$ cat src/hw/rtl/afd_pkg.sv
// Package for the API frame deframer: result type, phase codes and result kinds.
// No dependencies; imported by every module of the block.
`default_nettype none

package afd_pkg;

    localparam logic [7:0] START_DELIM = 8'h7E;
    localparam logic [7:0] SUM_TARGET  = 8'hFF;

    localparam logic [1:0] KIND_DATA   = 2'd0;
    localparam logic [1:0] KIND_GOOD   = 2'd1;
    localparam logic [1:0] KIND_BAD    = 2'd2;
    localparam logic [1:0] KIND_LENERR = 2'd3;

    localparam logic [2:0] PH_HUNT   = 3'd0;
    localparam logic [2:0] PH_LEN_HI = 3'd1;
    localparam logic [2:0] PH_LEN_LO = 3'd2;
    localparam logic [2:0] PH_TYPE   = 3'd3;
    localparam logic [2:0] PH_DATA   = 3'd4;
    localparam logic [2:0] PH_CSUM   = 3'd5;

    localparam int CFG_IDX_W = 1;
    localparam logic [CFG_IDX_W-1:0] CFG_MAX_LEN = 1'd0;
    localparam logic [CFG_IDX_W-1:0] CFG_CSUM_EN = 1'd1;

    typedef struct packed {
        logic [1:0]  result_kind;
        logic [7:0]  frame_type;
        logic [7:0]  data_byte;
        logic [15:0] byte_index;
        logic [15:0] frame_data_length;
        logic        end_of_frame;
    } t_result;

endpackage

`default_nettype wire

$ cat src/hw/rtl/api_frame_deframer_top.sv
// Top level of the API frame deframer: configuration registers, parser, result register.
// Depends on afd_pkg, afd_parser and afd_out_reg.
//
//   Channel  | Handshake                     | Payload
//   ---------+-------------------------------+------------------------------------------
//   input    | i_in_valid / o_in_stall       | i_rx_byte
//   output   | o_out_valid / i_out_stall     | o_result_kind .. o_end_of_frame
//   config   | i_cfg_we                      | i_cfg_index, i_cfg_data
//
// One byte is accepted in every unstalled cycle; any result appears in the next cycle.
// The single result register sets the rate: a byte waits only while a held item is stalled.
// Reset is synchronous and active low; it returns the parser to hunting for the delimiter.
// o_in_stall follows i_out_stall in the same cycle whenever a result is held.
`default_nettype none

module api_frame_deframer_top (
    input  wire logic                        i_clk,
    input  wire logic                        i_rst_n,
    input  wire logic                        i_in_valid,
    output logic                             o_in_stall,
    input  wire logic [7:0]                  i_rx_byte,
    output logic                             o_out_valid,
    input  wire logic                        i_out_stall,
    output logic [1:0]                       o_result_kind,
    output logic [7:0]                       o_frame_type,
    output logic [7:0]                       o_data_byte,
    output logic [15:0]                      o_byte_index,
    output logic [15:0]                      o_frame_data_length,
    output logic                             o_end_of_frame,
    input  wire logic                        i_cfg_we,
    input  wire logic [afd_pkg::CFG_IDX_W-1:0] i_cfg_index,
    input  wire logic [15:0]                 i_cfg_data
);
    import afd_pkg::*;

    logic [15:0] r_max_len;
    logic        r_csum_en;
    logic        accept;
    logic        full;
    logic        res_valid;
    t_result     res;
    t_result     out_res;

    always_ff @(posedge i_clk) begin
        if (!i_rst_n) begin
            r_max_len <= 16'd65534;
            r_csum_en <= 1'b1;
        end else if (i_cfg_we) begin
            unique case (i_cfg_index)
                CFG_MAX_LEN: r_max_len <= i_cfg_data;
                CFG_CSUM_EN: r_csum_en <= i_cfg_data[0];
                default: ;
            endcase
        end
    end

    assign o_in_stall = full;
    assign accept     = i_in_valid & ~full;

    afd_parser u_parser (
        .i_clk       (i_clk),
        .i_rst_n     (i_rst_n),
        .i_accept    (accept),
        .i_rx_byte   (i_rx_byte),
        .i_max_len   (r_max_len),
        .i_csum_en   (r_csum_en),
        .o_res_valid (res_valid),
        .o_res       (res)
    );

    afd_out_reg u_out_reg (
        .i_clk       (i_clk),
        .i_rst_n     (i_rst_n),
        .i_load      (accept),
        .i_res_valid (res_valid),
        .i_res       (res),
        .i_out_stall (i_out_stall),
        .o_full      (full),
        .o_valid     (o_out_valid),
        .o_res       (out_res)
    );

    assign o_result_kind       = out_res.result_kind;
    assign o_frame_type        = out_res.frame_type;
    assign o_data_byte         = out_res.data_byte;
    assign o_byte_index        = out_res.byte_index;
    assign o_frame_data_length = out_res.frame_data_length;
    assign o_end_of_frame      = out_res.end_of_frame;

endmodule

`default_nettype wire

$ cat src/hw/rtl/afd_parser.sv
// Frame parser: phase register, length, type, count and checksum state.
// Depends on afd_pkg; produces at most one result for each accepted byte.
`default_nettype none

module afd_parser (
    input  wire logic            i_clk,
    input  wire logic            i_rst_n,
    input  wire logic            i_accept,
    input  wire logic [7:0]      i_rx_byte,
    input  wire logic [15:0]     i_max_len,
    input  wire logic            i_csum_en,
    output logic                 o_res_valid,
    output afd_pkg::t_result     o_res
);
    import afd_pkg::*;

    logic [2:0]  r_phase, n_phase;
    logic [15:0] r_len, n_len;
    logic [7:0]  r_type, n_type;
    logic [15:0] r_count, n_count;
    logic [7:0]  r_sum, n_sum;

    logic [15:0] dlen;
    logic [15:0] len_full;
    logic [15:0] len_m1;
    logic [15:0] count_inc;
    logic [7:0]  total;

    always_comb begin
        dlen      = r_len - 16'd1;
        len_full  = {r_len[15:8], i_rx_byte};
        len_m1    = len_full - 16'd1;
        count_inc = r_count + 16'd1;
        total     = r_sum + i_rx_byte;

        n_phase = r_phase;
        n_len   = r_len;
        n_type  = r_type;
        n_count = r_count;
        n_sum   = r_sum;

        o_res_valid = 1'b0;
        o_res       = '{result_kind: KIND_DATA, frame_type: 8'd0, data_byte: 8'd0,
                        byte_index: 16'd0, frame_data_length: 16'd0, end_of_frame: 1'b0};

        unique case (r_phase)
            PH_LEN_HI: begin
                n_len   = {i_rx_byte, 8'h00};
                n_phase = PH_LEN_LO;
            end
            PH_LEN_LO: begin
                n_len = len_full;
                if (len_full == 16'd0) begin
                    n_phase                = PH_HUNT;
                    o_res_valid            = 1'b1;
                    o_res.result_kind      = KIND_LENERR;
                    o_res.end_of_frame     = 1'b1;
                end else if (len_m1 > i_max_len) begin
                    n_phase                 = PH_HUNT;
                    o_res_valid             = 1'b1;
                    o_res.result_kind       = KIND_LENERR;
                    o_res.frame_data_length = len_m1;
                    o_res.end_of_frame      = 1'b1;
                end else begin
                    n_phase = PH_TYPE;
                end
            end
            PH_TYPE: begin
                n_type  = i_rx_byte;
                n_sum   = i_rx_byte;
                n_count = 16'd0;
                n_phase = (dlen == 16'd0) ? PH_CSUM : PH_DATA;
            end
            PH_DATA: begin
                o_res_valid             = 1'b1;
                o_res.result_kind       = KIND_DATA;
                o_res.frame_type        = r_type;
                o_res.data_byte         = i_rx_byte;
                o_res.byte_index        = r_count;
                o_res.frame_data_length = dlen;
                n_sum   = total;
                n_count = count_inc;
                if (count_inc >= dlen) begin
                    n_phase = PH_CSUM;
                end
            end
            PH_CSUM: begin
                o_res_valid             = 1'b1;
                o_res.result_kind       = (!i_csum_en || total == SUM_TARGET) ?
                                          KIND_GOOD : KIND_BAD;
                o_res.frame_type        = r_type;
                o_res.data_byte         = i_rx_byte;
                o_res.frame_data_length = dlen;
                o_res.end_of_frame      = 1'b1;
                n_phase = PH_HUNT;
            end
            default: begin
                n_phase = (i_rx_byte == START_DELIM) ? PH_LEN_HI : PH_HUNT;
            end
        endcase
    end

    always_ff @(posedge i_clk) begin
        if (!i_rst_n) begin
            r_phase <= PH_HUNT;
            r_len   <= 16'd0;
            r_type  <= 8'd0;
            r_count <= 16'd0;
            r_sum   <= 8'd0;
        end else if (i_accept) begin
            r_phase <= n_phase;
            r_len   <= n_len;
            r_type  <= n_type;
            r_count <= n_count;
            r_sum   <= n_sum;
        end
    end

endmodule

`default_nettype wire

$ cat src/hw/rtl/afd_out_reg.sv
// Result register between the parser and the output channel.
// Depends on afd_pkg; loads a new item in the cycle the held one is taken.
`default_nettype none

module afd_out_reg (
    input  wire logic             i_clk,
    input  wire logic             i_rst_n,
    input  wire logic             i_load,
    input  wire logic             i_res_valid,
    input  wire afd_pkg::t_result i_res,
    input  wire logic             i_out_stall,
    output logic                  o_full,
    output logic                  o_valid,
    output afd_pkg::t_result      o_res
);
    import afd_pkg::*;

    logic    r_valid, n_valid;
    t_result r_res;

    always_comb begin
        if (i_load) begin
            n_valid = i_res_valid;
        end else begin
            n_valid = r_valid & i_out_stall;
        end
    end

    always_ff @(posedge i_clk) begin
        if (!i_rst_n) begin
            r_valid <= 1'b0;
        end else begin
            r_valid <= n_valid;
        end
    end

    always_ff @(posedge i_clk) begin
        if (i_load && i_res_valid) begin
            r_res <= i_res;
        end
    end

    assign o_full  = r_valid & i_out_stall;
    assign o_valid = r_valid;
    assign o_res   = r_res;

endmodule

`default_nettype wire

$ cat config.mk
export PLATFORM = sky130hd
export DESIGN_NAME = api_frame_deframer_top
export DESIGN_NICKNAME = d
export VERILOG_FILES = /design/src/hw/rtl/afd_pkg.sv /design/src/hw/rtl/api_frame_deframer_top.sv /design/src/hw/rtl/afd_parser.sv /design/src/hw/rtl/afd_out_reg.sv
export SDC_FILE = /design/constraint.sdc
export NUM_CORES = 1
export LEC_CHECK = 0
export ABC_AREA = 1
export BUFFER_PORTS_ARGS = -buffer_cell sky130_fd_sc_hd__buf_2
export CAP_MARGIN = 30
export CORE_MARGIN = 8
export CORE_UTILIZATION = 45
export DETAILED_ROUTE_END_ITERATION = 7
export GPL_TIMING_DRIVEN = 0
export PLACE_DENSITY = 0.75
export REMOVE_ABC_BUFFERS = 1
export SLEW_MARGIN = 20
export SYNTH_ARGS = -nofsm -noshare
export SYNTH_HDL_FRONTEND = slang
export SYNTH_HIERARCHICAL = 1
export SYNTH_SLANG_ARGS = --single-unit
$ cat constraint.sdc
create_clock -name i_clk -period 5.1 [get_ports i_clk]
set_clock_uncertainty 0.2 [all_clocks]
set_input_delay 1.02 -clock i_clk [delete_from_list [all_inputs] [get_ports i_clk]]
set_output_delay 1.02 -clock i_clk [all_outputs]
set_load 0.03 [all_outputs]
==> results of run 1 <==
registers in the layout, summed over array words and instances, names as in the netlist:
register,cells
r_csum_en,1
u_parser/r_len,16
u_parser/r_count,16
u_parser/r_phase,3
u_parser/r_type,8
u_parser/r_sum,8
u_out_reg/o_res,51
u_out_reg/o_valid,1
r_max_len,16
power by group:
group | leakage, nW | switching, W | internal [W]
combinational | 2.40 | 0.000205 | 0.0000982
sequential | 1.03 | 0.0000148 | 0.00102
clock | 0.275 | 0.000424 | 0.000757
total | 3.71 | 0.000643 | 0.00187
layout make-up:
class / count / area share, %
Multi-Input combinational cell: 579 / 41.36
Sequential cell: 120 / 36.30
Inverter: 138 / 6.470
Clock buffer: 24 / 6.018
Timing Repair Buffer: 84 / 5.706
Tap cell: 188 / 2.931
Clock inverter: 8 / 1.216
per-layer routing:
metal	up-vias	share of wire [%]	track usage [%]
met5	-	0	0
met4	0	3.0	8.971
met2	211	47	28.77
met1	2744	43	21.94
met3	43	7.2	4.856
li1	2992	-	-
tightest hold or removal path: stages, from the launching register on:
cell	delay, ns
dfxtp_1	0.32
nand2_1	0.05
nand3_1	0.05
synth_stat cells, types with 2 or more instances:
master	n	area (µm²)
nor2_4	6	67.56
o21ai_1	2	10.01
nor3_1	9	45.04
nand3_1	62	310.3
dfxtp_1	69	1381
a31oi_1	4	25.02
nand4_1	11	68.82
ha_1	44	550.5
inv_1	122	457.9
o21ai_0	28	140.1
nor2_1	87	326.6
a21oi_1	61	305.3
nor4_1	2	12.51
nand3_2	3	30.03
nor3_4	3	48.80
xor2_1	30	262.8
o22ai_1	25	156.4
nor2_2	6	37.54
buf_2	6	30.03
edfxtp_1	51	1531
buf_6	4	45.04
inv_2	15	56.30
nand2_1	162	608.1
nand2_2	5	31.28
clkbuf_1	11	41.29
a211oi_1	8	60.06
xnor2_1	2	17.52
nor4_2	2	25.02
o21bai_1	2	15.01
nand3_4	2	35.03
stage by stage:
| step | power (W) | cells |
|---|---|---|
| floorplan | 0.001259 | 837 |
| global placement | 0.001337 | 1107 |
| detailed placement | 0.001349 | 1109 |
| CTS | 0.002528 | 1141 |
| global route | 0.002608 | 1141 |
| finish | 0.002516 | 1141 |
worst paths after layout:
kind | cells past startpoint | start | to | slack [ns]
min | 2 | r_max_len[11] | r_max_len[11] | 0.26
min reg2reg | 2 | r_max_len[11] | r_max_len[11] | 0.26
max | 23 | i_rx_byte[4] | u_out_reg/o_res[31] | 0.38
max reg2reg | 18 | u_parser/r_len[11] | u_out_reg/o_res[31] | 1.27
logic make-up after synthesis:
group | Yosys count
compound gates | 135
xor+xnor | 33
fa+ha+maj | 45
buf+inv | 161
flops | 120
simple gates | 366
==> flow_summary_export.csv, run 1 <==
group,metric,value,unit
timing,tightest_slew,0.7860,ns
critical_path,crit_arrival,4.63,ns
global_route,grt-ovfl-total,0,
synth,yosysUniqueCellTypes,46,
synth,synthArstFlopShare,0,%
run_status,outcome,"complete, no violations",
floorplan,io_pins,83,
synth,synthSimpleGateAreaFrac,24.56,%
critical_path,critical-path-slowest-cell,"inv_2",
cts,path_clk_slew,0.05,ns
timing,tns,0,ns
floorplan,die_w,139.8,µm
cts,clkSinkCount,120,
final_layout,mostFrequentLayoutCells,"nand2_1 (161), inv_1 (121), nor2_1 (87)",
route,routedWlPerCell,15.00,µm
global_route,grt_usage,17.98,%
cts,post-cts-setup-buffers,0,
timing,worst_slack,0.3807,ns
timing,period_share,92.54,%
final_layout,diodes,0,
critical_path,cp.required,5.01,ns
synth,synthCells,860,
place,dp_hpwl,12550,µm
synth,synth-xor-area-share,4.298,%
route,vias_per_cell,5.250,
synth,avgSynthCellArea,8.022,µm²
synth,synth-main-ff-cell,"dfxtp_1",
timing,final.min_clock_period,4.719,ns
route,vias,5990,
final_layout,multi_input_area,3319,µm²
power,p_leak,3.711,nW
timing,rsz0062_at_grt,"false",
timing,whs,0.2561,ns
cts,clockBufferDepth,2,
timing,fmax,211.9,MHz
power,ir_drop,231.5,µV
synth,yosysWarnings,6,
critical_path,critPathLaunchType,"primary input",
global_route,antenna_found_initial,0,
timing,slew_violations,0,
place,pre_cts_slack,0.03892,ns
final_layout,drive_gt1_share,17.00,%
final_layout,syn2layout_area_growth,16.32,%
final_layout,nNetsFinal,1015,
critical_path,worst_path_most_repeated_cell,"nand2_1",
synth,synth_mux_area_share,0,%
timing,setup_violations,0,
route,remaining_drc_errors,0,
timing,maxSlewHeadroom,47.54,%
timing,finalHoldViolCount,0,
synth,synth_compound_area_share,10.95,%
place,routabilityCongestion,0.9481,
cts,numCtsBuffers,17,
critical_path,cp-end-kind,"register",
final_layout,post-route-util,53.18,%
route,drt.antenna.violating_nets,0,
critical_path,cpPeakStageDelay,0.39,ns
floorplan,start_util,45.72,%
synth,yosysSeqAreaShare,42.22,%
place,portBuffers,82,
floorplan,die_h,139.8,µm
cts,clk_latency,0.42,ns
power,p_per_area,313.5,nW/µm²
global_route,grt_max_degree,38,
critical_path,crit_buf_inv,5,
critical_path,path_cells,"buf_2 -> inv_2 -> nand2_1 -> nor2_4 -> nand2_2 -> nor3_4 -> nand2_2 -> nor2_2 -> nand2_1 -> xor2_1 -> inv_1 -> ha_1 -> nand4_1 -> nor2_1 -> nand2_1 -> nand2_1 -> nand2_1 -> nand2_1 -> nand2_1 -> nand2_1 -> nand2_1 -> inv_2 -> buf_12",
route,drtPass1Iterations,5,
floorplan,die-area,19550,µm²
synth,ys_ff_latch,120,
route,drt_iter0_markers,480,
global_route,grt_pass1_wl,27990,µm
cts,h-tree-depth,4,
critical_path,critPathMaxFanout,34,
cts,holdBufCountCts,0,
final_layout,regArea,2913,µm²
floorplan,core_area,15090,µm²
synth,synth_top_family_by_area,"simple AND/OR/NAND/NOR gates",
global_route,grt_pass1_vias,5714,
synth,synth-edff-count,51,
hold_path,hold_path_class,"register to register",
final_layout,mostFrequentLayoutCell,"nand2_1",
job,drv_cap,0,
floorplan,num_rows,45,
cts,cts_resized,0,
final_layout,final_area,8025,µm²
cts,cts_tree,"done",
synth,syn_area,6899,µm²
critical_path,crit_type,"primary input to register",
route,wl,17120,µm
final_layout,fillers,1461,
place,place_area,7445,µm²
critical_path,critical-path-top-delay-family,"simple AND/OR/NAND/NOR gates",
cts,cts-root-buf,"clkbuf_16",
synth,synthAdderAreaFrac,8.270,%
Note: power is estimated with default switching activity, not from simulation.
==> run 2, diff against run 1 <==
--- a/config.mk
+++ b/config.mk
@@ -17,5 +17,4 @@
 export SLEW_MARGIN = 20
 export SYNTH_ARGS = -nofsm -noshare
 export SYNTH_HDL_FRONTEND = slang
-export SYNTH_HIERARCHICAL = 1
 export SYNTH_SLANG_ARGS = --single-unit
==> constraint.sdc (replaced) <==
create_clock -name i_clk -period 4.68 [get_ports i_clk]
set_clock_uncertainty 0.2 [all_clocks]
set_input_delay 0.936 -clock i_clk [delete_from_list [all_inputs] [get_ports i_clk]]
set_output_delay 0.936 -clock i_clk [all_outputs]
set_load 0.03 [all_outputs]
==> run 2 against run 1 <==
  * Via count down 1.4%
  * Cell area shrank 0.30%
  * Sequential cell count is the same
  * Total power grew 12%
  * Critical path type unchanged
  * Largest cell class unchanged
==> flow_summary_export.csv, run 2 <==
group,metric,value,unit
run_status,outcome,"complete, no violations",
floorplan,die_h,138.5,µm
critical_path,r2r_setup_slack,1.24,ns
cts,path_clk_slew,0.05,ns
cts,h-tree-depth,4,
timing,period_share,90.17,%
global_route,grt-ovfl-total,0,
place,routabilityCongestion,0.9613,
final_layout,syn2layout_area_growth,18.54,%
critical_path,crit_arrival,4.18,ns
floorplan,die_w,138.5,µm
place,dp_hpwl,12460,µm
synth,synthTopCellsByCount,"nand2_1 (180), inv_1 (112), nor2_1 (77)",
hold_path,whs_path_depth,2,
critical_path,crit_type,"primary input to register",
place,place_area,7381,µm²
floorplan,num_rows,44,
power,p_switching,0.0006956,W
floorplan,core_area,14590,µm²
route,wl,17100,µm
global_route,grt_usage,17.98,%
power,switching_share,24.74,%
power,power_frac_clock,48.3,%
floorplan,io_pins,83,
timing,worst_slack,0.4603,ns
timing,slew_violations,0,
timing,fmax,237.0,MHz
cts,clockBufferDepth,2,
timing,maxSlewHeadroom,41.27,%
power,seq_power_share,40.0,%
cts,numCtsBuffers,17,
synth,ys_ff_latch,120,
critical_path,r2r_cells,17,
hold_path,holdPathEnd,"u_parser.r_count[15]",
hold_path,hold_path_class,"register to register",
synth,yosysUniqueCellTypes,41,
place,pre_cts_slack,-0.3084,ns
power,p_int,0.002116,W
route,routedWlPerCell,15.23,µm
cts,clk_latency,0.43,ns
hold_path,min_from,"u_parser.r_count[15]",
final_layout,mostFrequentLayoutCells,"nand2_1 (179), inv_1 (111), buf_2 (82)",
timing,final.min_clock_period,4.220,ns
final_layout,diodes,0,
critical_path,critPathLaunchType,"primary input",
synth,synth-edff-count,51,
floorplan,die-area,19180,µm²
cts,cts_tree,"done",
synth,synth_most_common_cell,"nand2_1",
synth,yosysTopAreaCellShare,22.69,%
synth,synth_largest_area_cell,"edfxtp_1",
route,remaining_drc_errors,0,
final_layout,largest_reg_flops,51,
timing,tightest_slew,0.8761,ns
power,combPwrFrac,11.8,%
global_route,grt_pass1_wl,28390,µm
critical_path,cp.required,4.64,ns
timing,rsz0062_at_grt,"false",
route,drt.antenna.violating_nets,0,
route,vias,5904,
power,p_per_area,351.4,nW/µm²
synth,synthCells,842,
final_layout,final_area,8001,µm²
route,drtPass1Iterations,5,
global_route,antenna_found_initial,0,
synth,synthArstFlopShare,0,%
critical_path,critPathMaxFanout,32,
power,p_leak,3.699,nW
cts,cts-root-buf,"clkbuf_16",
cts,clkSinkCount,120,
critical_path,reg2reg_from,"u_parser.r_len[8]",
global_route,grt_max_degree,37,
power,ir_drop,234.3,µV
critical_path,cp-end-kind,"register",
final_layout,drive_gt1_share,17.36,%
floorplan,start_util,46.27,%
place,portBuffers,82,
timing,finalHoldViolCount,0,
job,drv_cap,0,
synth,yosysSeqAreaShare,43.15,%
timing,setup_violations,0,
synth,syn_area,6750,µm²
route,drt_iter0_markers,498,
global_route,grt_pass1_vias,5821,
final_layout,mostFrequentLayoutCell,"nand2_1",
synth,synth-main-ff-cell,"dfxtp_1",
synth,avgSynthCellArea,8.017,µm²
route,vias_per_cell,5.257,
final_layout,nNetsFinal,1001,
critical_path,reg2reg_to,"u_out_reg.o_res[16]",
synth,yosysWarnings,0,
synth,netlist_top_cells_area,"edfxtp_1 (23%), dfxtp_1 (20%), nand2_1 (10%)",
-- run 2: changes by cell type in the layout (fill, tap and decap cells not counted), sizes merged, moves of 3 or more --
cell	before	now
a21oi	62	67
buf	84	87
clkinv	4	8
inv	137	125
nand2	168	185
nand3	67	37
nor2	99	90
o211ai	1	15
o22ai	26	16
-- run 2: how the worst max path moves through the flow --
stage               slack [ns]                  end          from
global route              0.05  u_out_reg.o_res[30]  i_rx_byte[0]
finish                    0.46  u_out_reg.o_res[16]  i_rx_byte[0]
floorplan                 0.08   u_out_reg.o_res[0]  i_rx_byte[0]
CTS                       0.15  u_out_reg.o_res[31]  i_rx_byte[0]
global placement         -1.22  u_out_reg.o_res[47]  i_rx_byte[0]
detailed placement       -0.31  u_out_reg.o_res[45]  i_rx_byte[0]
-- run 2: critical path, stage by stage --
cell	delay, ns
buf_2	0.17
inv_1	0.19
ha_1	0.23
inv_1	0.08
nor2_2	0.17
nand2_2	0.10
nor2_1	0.17
nand3_1	0.11
xor2_1	0.19
inv_1	0.07
ha_1	0.29
nand4_1	0.13
nor2_1	0.20
nand4_1	0.18
nand2_1	0.14
nand2_1	0.05
nand2_1	0.15
nand2_1	0.09
nand2_2	0.15
clkinv_4	0.14
buf_12	0.20
-- run 2: cell families after synthesis --
logic type                 Yosys count  share of synthesized area [%]
buffers and inverters              150                          8.600
and+or+nand+nor                    346                          22.85
DFF                                120                          43.15
xor gates and xnor gates            34                          4.411
AOI/OAI and AO/OA                  147                          12.53
adders and majority gates           45                          8.452
-- run 2: cell type report --
class | instances | area [µm²]
clock inverters | 10 | 151.4
clock buffers | 22 | 454.2
repair inverters | 1 | 5.005
fillers | 1325 | 6588
well taps | 184 | 230.2
multi-input cells | 572 | 3267
flip-flops and latches | 120 | 2913
inverters | 127 | 481.7
repair buffers | 87 | 499.2
-- run 2: timing repair --
action                     in CTS  in global routing
buffers inserted                0                  0
resized for setup               0                  6
hold buffers                    0                  0
setup endpoints to repair       0                 51
hold endpoints to repair        0                  0
-- run 2: per-stage QoR --
stage	cells	TNS [ns]	hold WS (ns)	total power (W)	utilization, %
3_3_place_gp	1085	-61.72	0.2537	0.001456	49.95
4_1_cts	1122	0	0.2674	0.002824	54.74
3_5_place_dp	1090	-10.67	0.2560	0.001469	50.59
2_1_floorplan	819	0	0.2287	0.001370	-
6_report	1123	0	0.2646	0.002812	54.85
5_1_grt	1123	0	0.2828	0.002920	54.85
-- run 2: power groups by stage --
stage | combinational [W] | clock, W | sequential (W)
final | 0.000331 | 0.00136 | 0.00112
after floorplan | 0.000224 | 0 | 0.00115
after CTS | 0.000330 | 0.00137 | 0.00112
after global placement | 0.000312 | 0 | 0.00114
after global routing | 0.000376 | 0.00142 | 0.00113
after detailed placement | 0.000325 | 0 | 0.00114
-- run 2: per-layer routing --
| metal | part of all wire, % | global-route usage, % |
|---|---|---|
| met3 | 6.6 | 4.760 |
| met5 | 0 | 0 |
| met4 | 2.1 | 7.037 |
| met2 | 47 | 28.96 |
| met1 | 45 | 22.44 |
==> run 3, diff against run 2 <==
--- a/config.mk
+++ b/config.mk
@@ -12,7 +12,6 @@
 export CORE_UTILIZATION = 45
 export DETAILED_ROUTE_END_ITERATION = 7
 export GPL_TIMING_DRIVEN = 0
-export PLACE_DENSITY = 0.75
 export REMOVE_ABC_BUFFERS = 1
 export SLEW_MARGIN = 20
 export SYNTH_ARGS = -nofsm -noshare
==> run 3 against run 2 <==
  * Combinational power is essentially flat
  * Utilization up 0.30 points
  * Global-route usage hardly changed
  * Routed wire length is 0.22% higher
  * Sequential power barely moved
  * Clock power up 7%
  * Cell area grew 0.55%
  * Die area unchanged
  * Critical path type unchanged
==> flow_summary_export.csv, run 3 (synthesis results as in run 2) <==
group,metric,value,unit
timing,final.min_clock_period,4.388,ns
timing,slew_violations,0,
place,routabilityCongestion,0.9083,
final_layout,nNetsFinal,1000,
final_layout,mostFrequentLayoutCell,"nand2_1",
floorplan,io_pins,83,
route,drt.antenna.violating_nets,0,
timing,period_share,93.76,%
floorplan,num_rows,44,
floorplan,die-area,19180,µm²
power,seq_power_share,38.6,%
global_route,antenna_found_initial,0,
critical_path,crit_arrival,4.30,ns
floorplan,die_h,138.5,µm
cts,clockBufferDepth,2,
global_route,grt_pass1_vias,5611,
hold_path,whs_path_depth,2,
power,p_switching,0.0007027,W
floorplan,core_area,14590,µm²
route,remaining_drc_errors,0,
cts,post-cts-setup-buffers,0,
timing,maxSlewHeadroom,42.94,%
cts,clkSinkCount,120,
route,drt_iter0_markers,359,
place,post-place-cells,1090,
cts,path_clk_slew,0.05,ns
route,routedWlPerCell,15.27,µm
timing,whs,0.2634,ns
timing,tightest_slew,0.8512,ns
timing,fmax,227.9,MHz
critical_path,crit_type,"primary input to register",
route,drtPass1Iterations,5,
global_route,grt_pass1_wl,27970,µm
timing,finalHoldViolCount,0,
cts,numCtsBuffers,17,
place,dp_hpwl,12560,µm
power,ir_drop,264.8,µV
power,power_frac_clock,50.1,%
place,portBuffers,82,
place,pre_cts_slack,-0.2709,ns
timing,worst_slack,0.2919,ns
job,drv_cap,0,
critical_path,cp-end-kind,"register",
final_layout,post-route-util,55.15,%
global_route,grt_max_degree,37,
critical_path,cp-endpoint,"u_out_reg.o_res[48]",
timing,setup_violations,0,
place,place_area,7397,µm²
final_layout,stdcell_count,1122,
critical_path,cp.required,4.59,ns
cts,clk_latency,0.43,ns
critical_path,r2r_setup_slack,1.05,ns
global_route,grt_usage,18.01,%
cts,cts-root-buf,"clkbuf_16",
power,switching_share,24.13,%
floorplan,start_util,46.27,%
final_layout,largest_reg_flops,51,
critical_path,crit_start,"i_rx_byte[1]",
power,p_leak,3.709,nW
timing,rsz0062_at_grt,"false",
global_route,grt-ovfl-total,0,
final_layout,final_area,8045,µm²
power,p_int,0.002210,W
final_layout,diodes,0,
cts,h-tree-depth,4,
final_layout,mostFrequentLayoutCells,"nand2_1 (180), inv_1 (111), buf_2 (82)",
power,p_per_area,362.0,nW/µm²
route,wl,17140,µm
final_layout,syn2layout_area_growth,19.18,%
route,vias_per_cell,5.117,
hold_path,min_from,"u_parser.r_count[15]",
critical_path,critPathLaunchType,"primary input",
run_status,outcome,"complete, no violations",
power,combPwrFrac,11.3,%
critical_path,reg2reg_to,"u_out_reg.o_res[48]",
critical_path,reg2reg_from,"u_parser.r_len[8]",
route,vias,5741,
cts,cts_tree,"done",
critical_path,critPathMaxFanout,30,
final_layout,drive_gt1_share,16.74,%
critical_path,r2r_cells,18,
floorplan,die_w,138.5,µm
hold_path,hold_path_class,"register to register",
-- run 3: cell count changes in the layout (fill, tap and decap cells not counted), sizes merged --
| cell | delta |
|---|---|
| inv | +1 |
| clkinv | -4 |
| bufinv | +2 |
-- run 3: layout make-up --
| type | count | area (µm²) |
|---|---|---|
| clock buffer | 22 | 444.2 |
| clock inverter | 10 | 198.9 |
| fill | 1418 | 6544 |
| inverter | 127 | 481.7 |
| multi-input combinational | 572 | 3262 |
| sequential | 120 | 2913 |
| tap | 184 | 230.2 |
| timing repair buffer | 87 | 515.5 |
-- run 3: per-stage QoR --
| stage | setup TNS (ns) | total power [W] |
|---|---|---|
| floorplan | 0 | 0.001370 |
| global placement | -59.70 | 0.001464 |
| detailed placement | -8.559 | 0.001473 |
| CTS | 0 | 0.002930 |
| global route | 0 | 0.003020 |
| finish | 0 | 0.002912 |
-- run 3: what timing repair did --
item,in CTS,in global routing
gates resized for setup,0,3
hold endpoints to repair,0,0
endpoints found under the setup margin,0,30
hold buffers,0,0
-- run 3: worst min-delay path by stage --
stage	slack, ns	endpoint
2_1_floorplan	0.23	r_csum_en
3_3_place_gp	0.25	u_parser.r_count[15]
3_5_place_dp	0.26	u_parser.r_count[15]
4_1_cts	0.27	u_parser.r_count[15]
5_1_grt	0.30	u_parser.r_sum[7]
6_report	0.26	u_parser.r_count[15]
-- run 3: power groups by stage --
stage	clock [W]	sequential, W	combinational (W)
floorplan	0	0.00115	0.000224
global placement	0	0.00114	0.000320
detailed placement	0	0.00114	0.000329
CTS	0.00148	0.00112	0.000332
global route	0.00152	0.00113	0.000377
finish	0.00146	0.00112	0.000329
-- run 3: routing by layer --
metal	track usage, %	share of wire, %	wire length, µm
met2	28.98	47	7982
met4	6.007	1.2	208
met1	22.94	47	8128
met3	4.692	4.8	816
met5	0	0	0
-- run 3: critical path: stages --
cell and delay, ns:
buf_2 0.17, inv_1 0.15, nand3_1 0.20, nor2_1 0.22, nand3_1 0.13, nor2_1 0.24
nand2_1 0.10, xor2_1 0.19, inv_1 0.07, ha_1 0.31, nand4_1 0.13, nor2_1 0.24
nand2_1 0.08, nand2_1 0.13, nand2_1 0.09, nand2_1 0.07, nand2_1 0.11, nand2_1 0.10
nand2_1 0.13, inv_6 0.22, buf_12 0.22
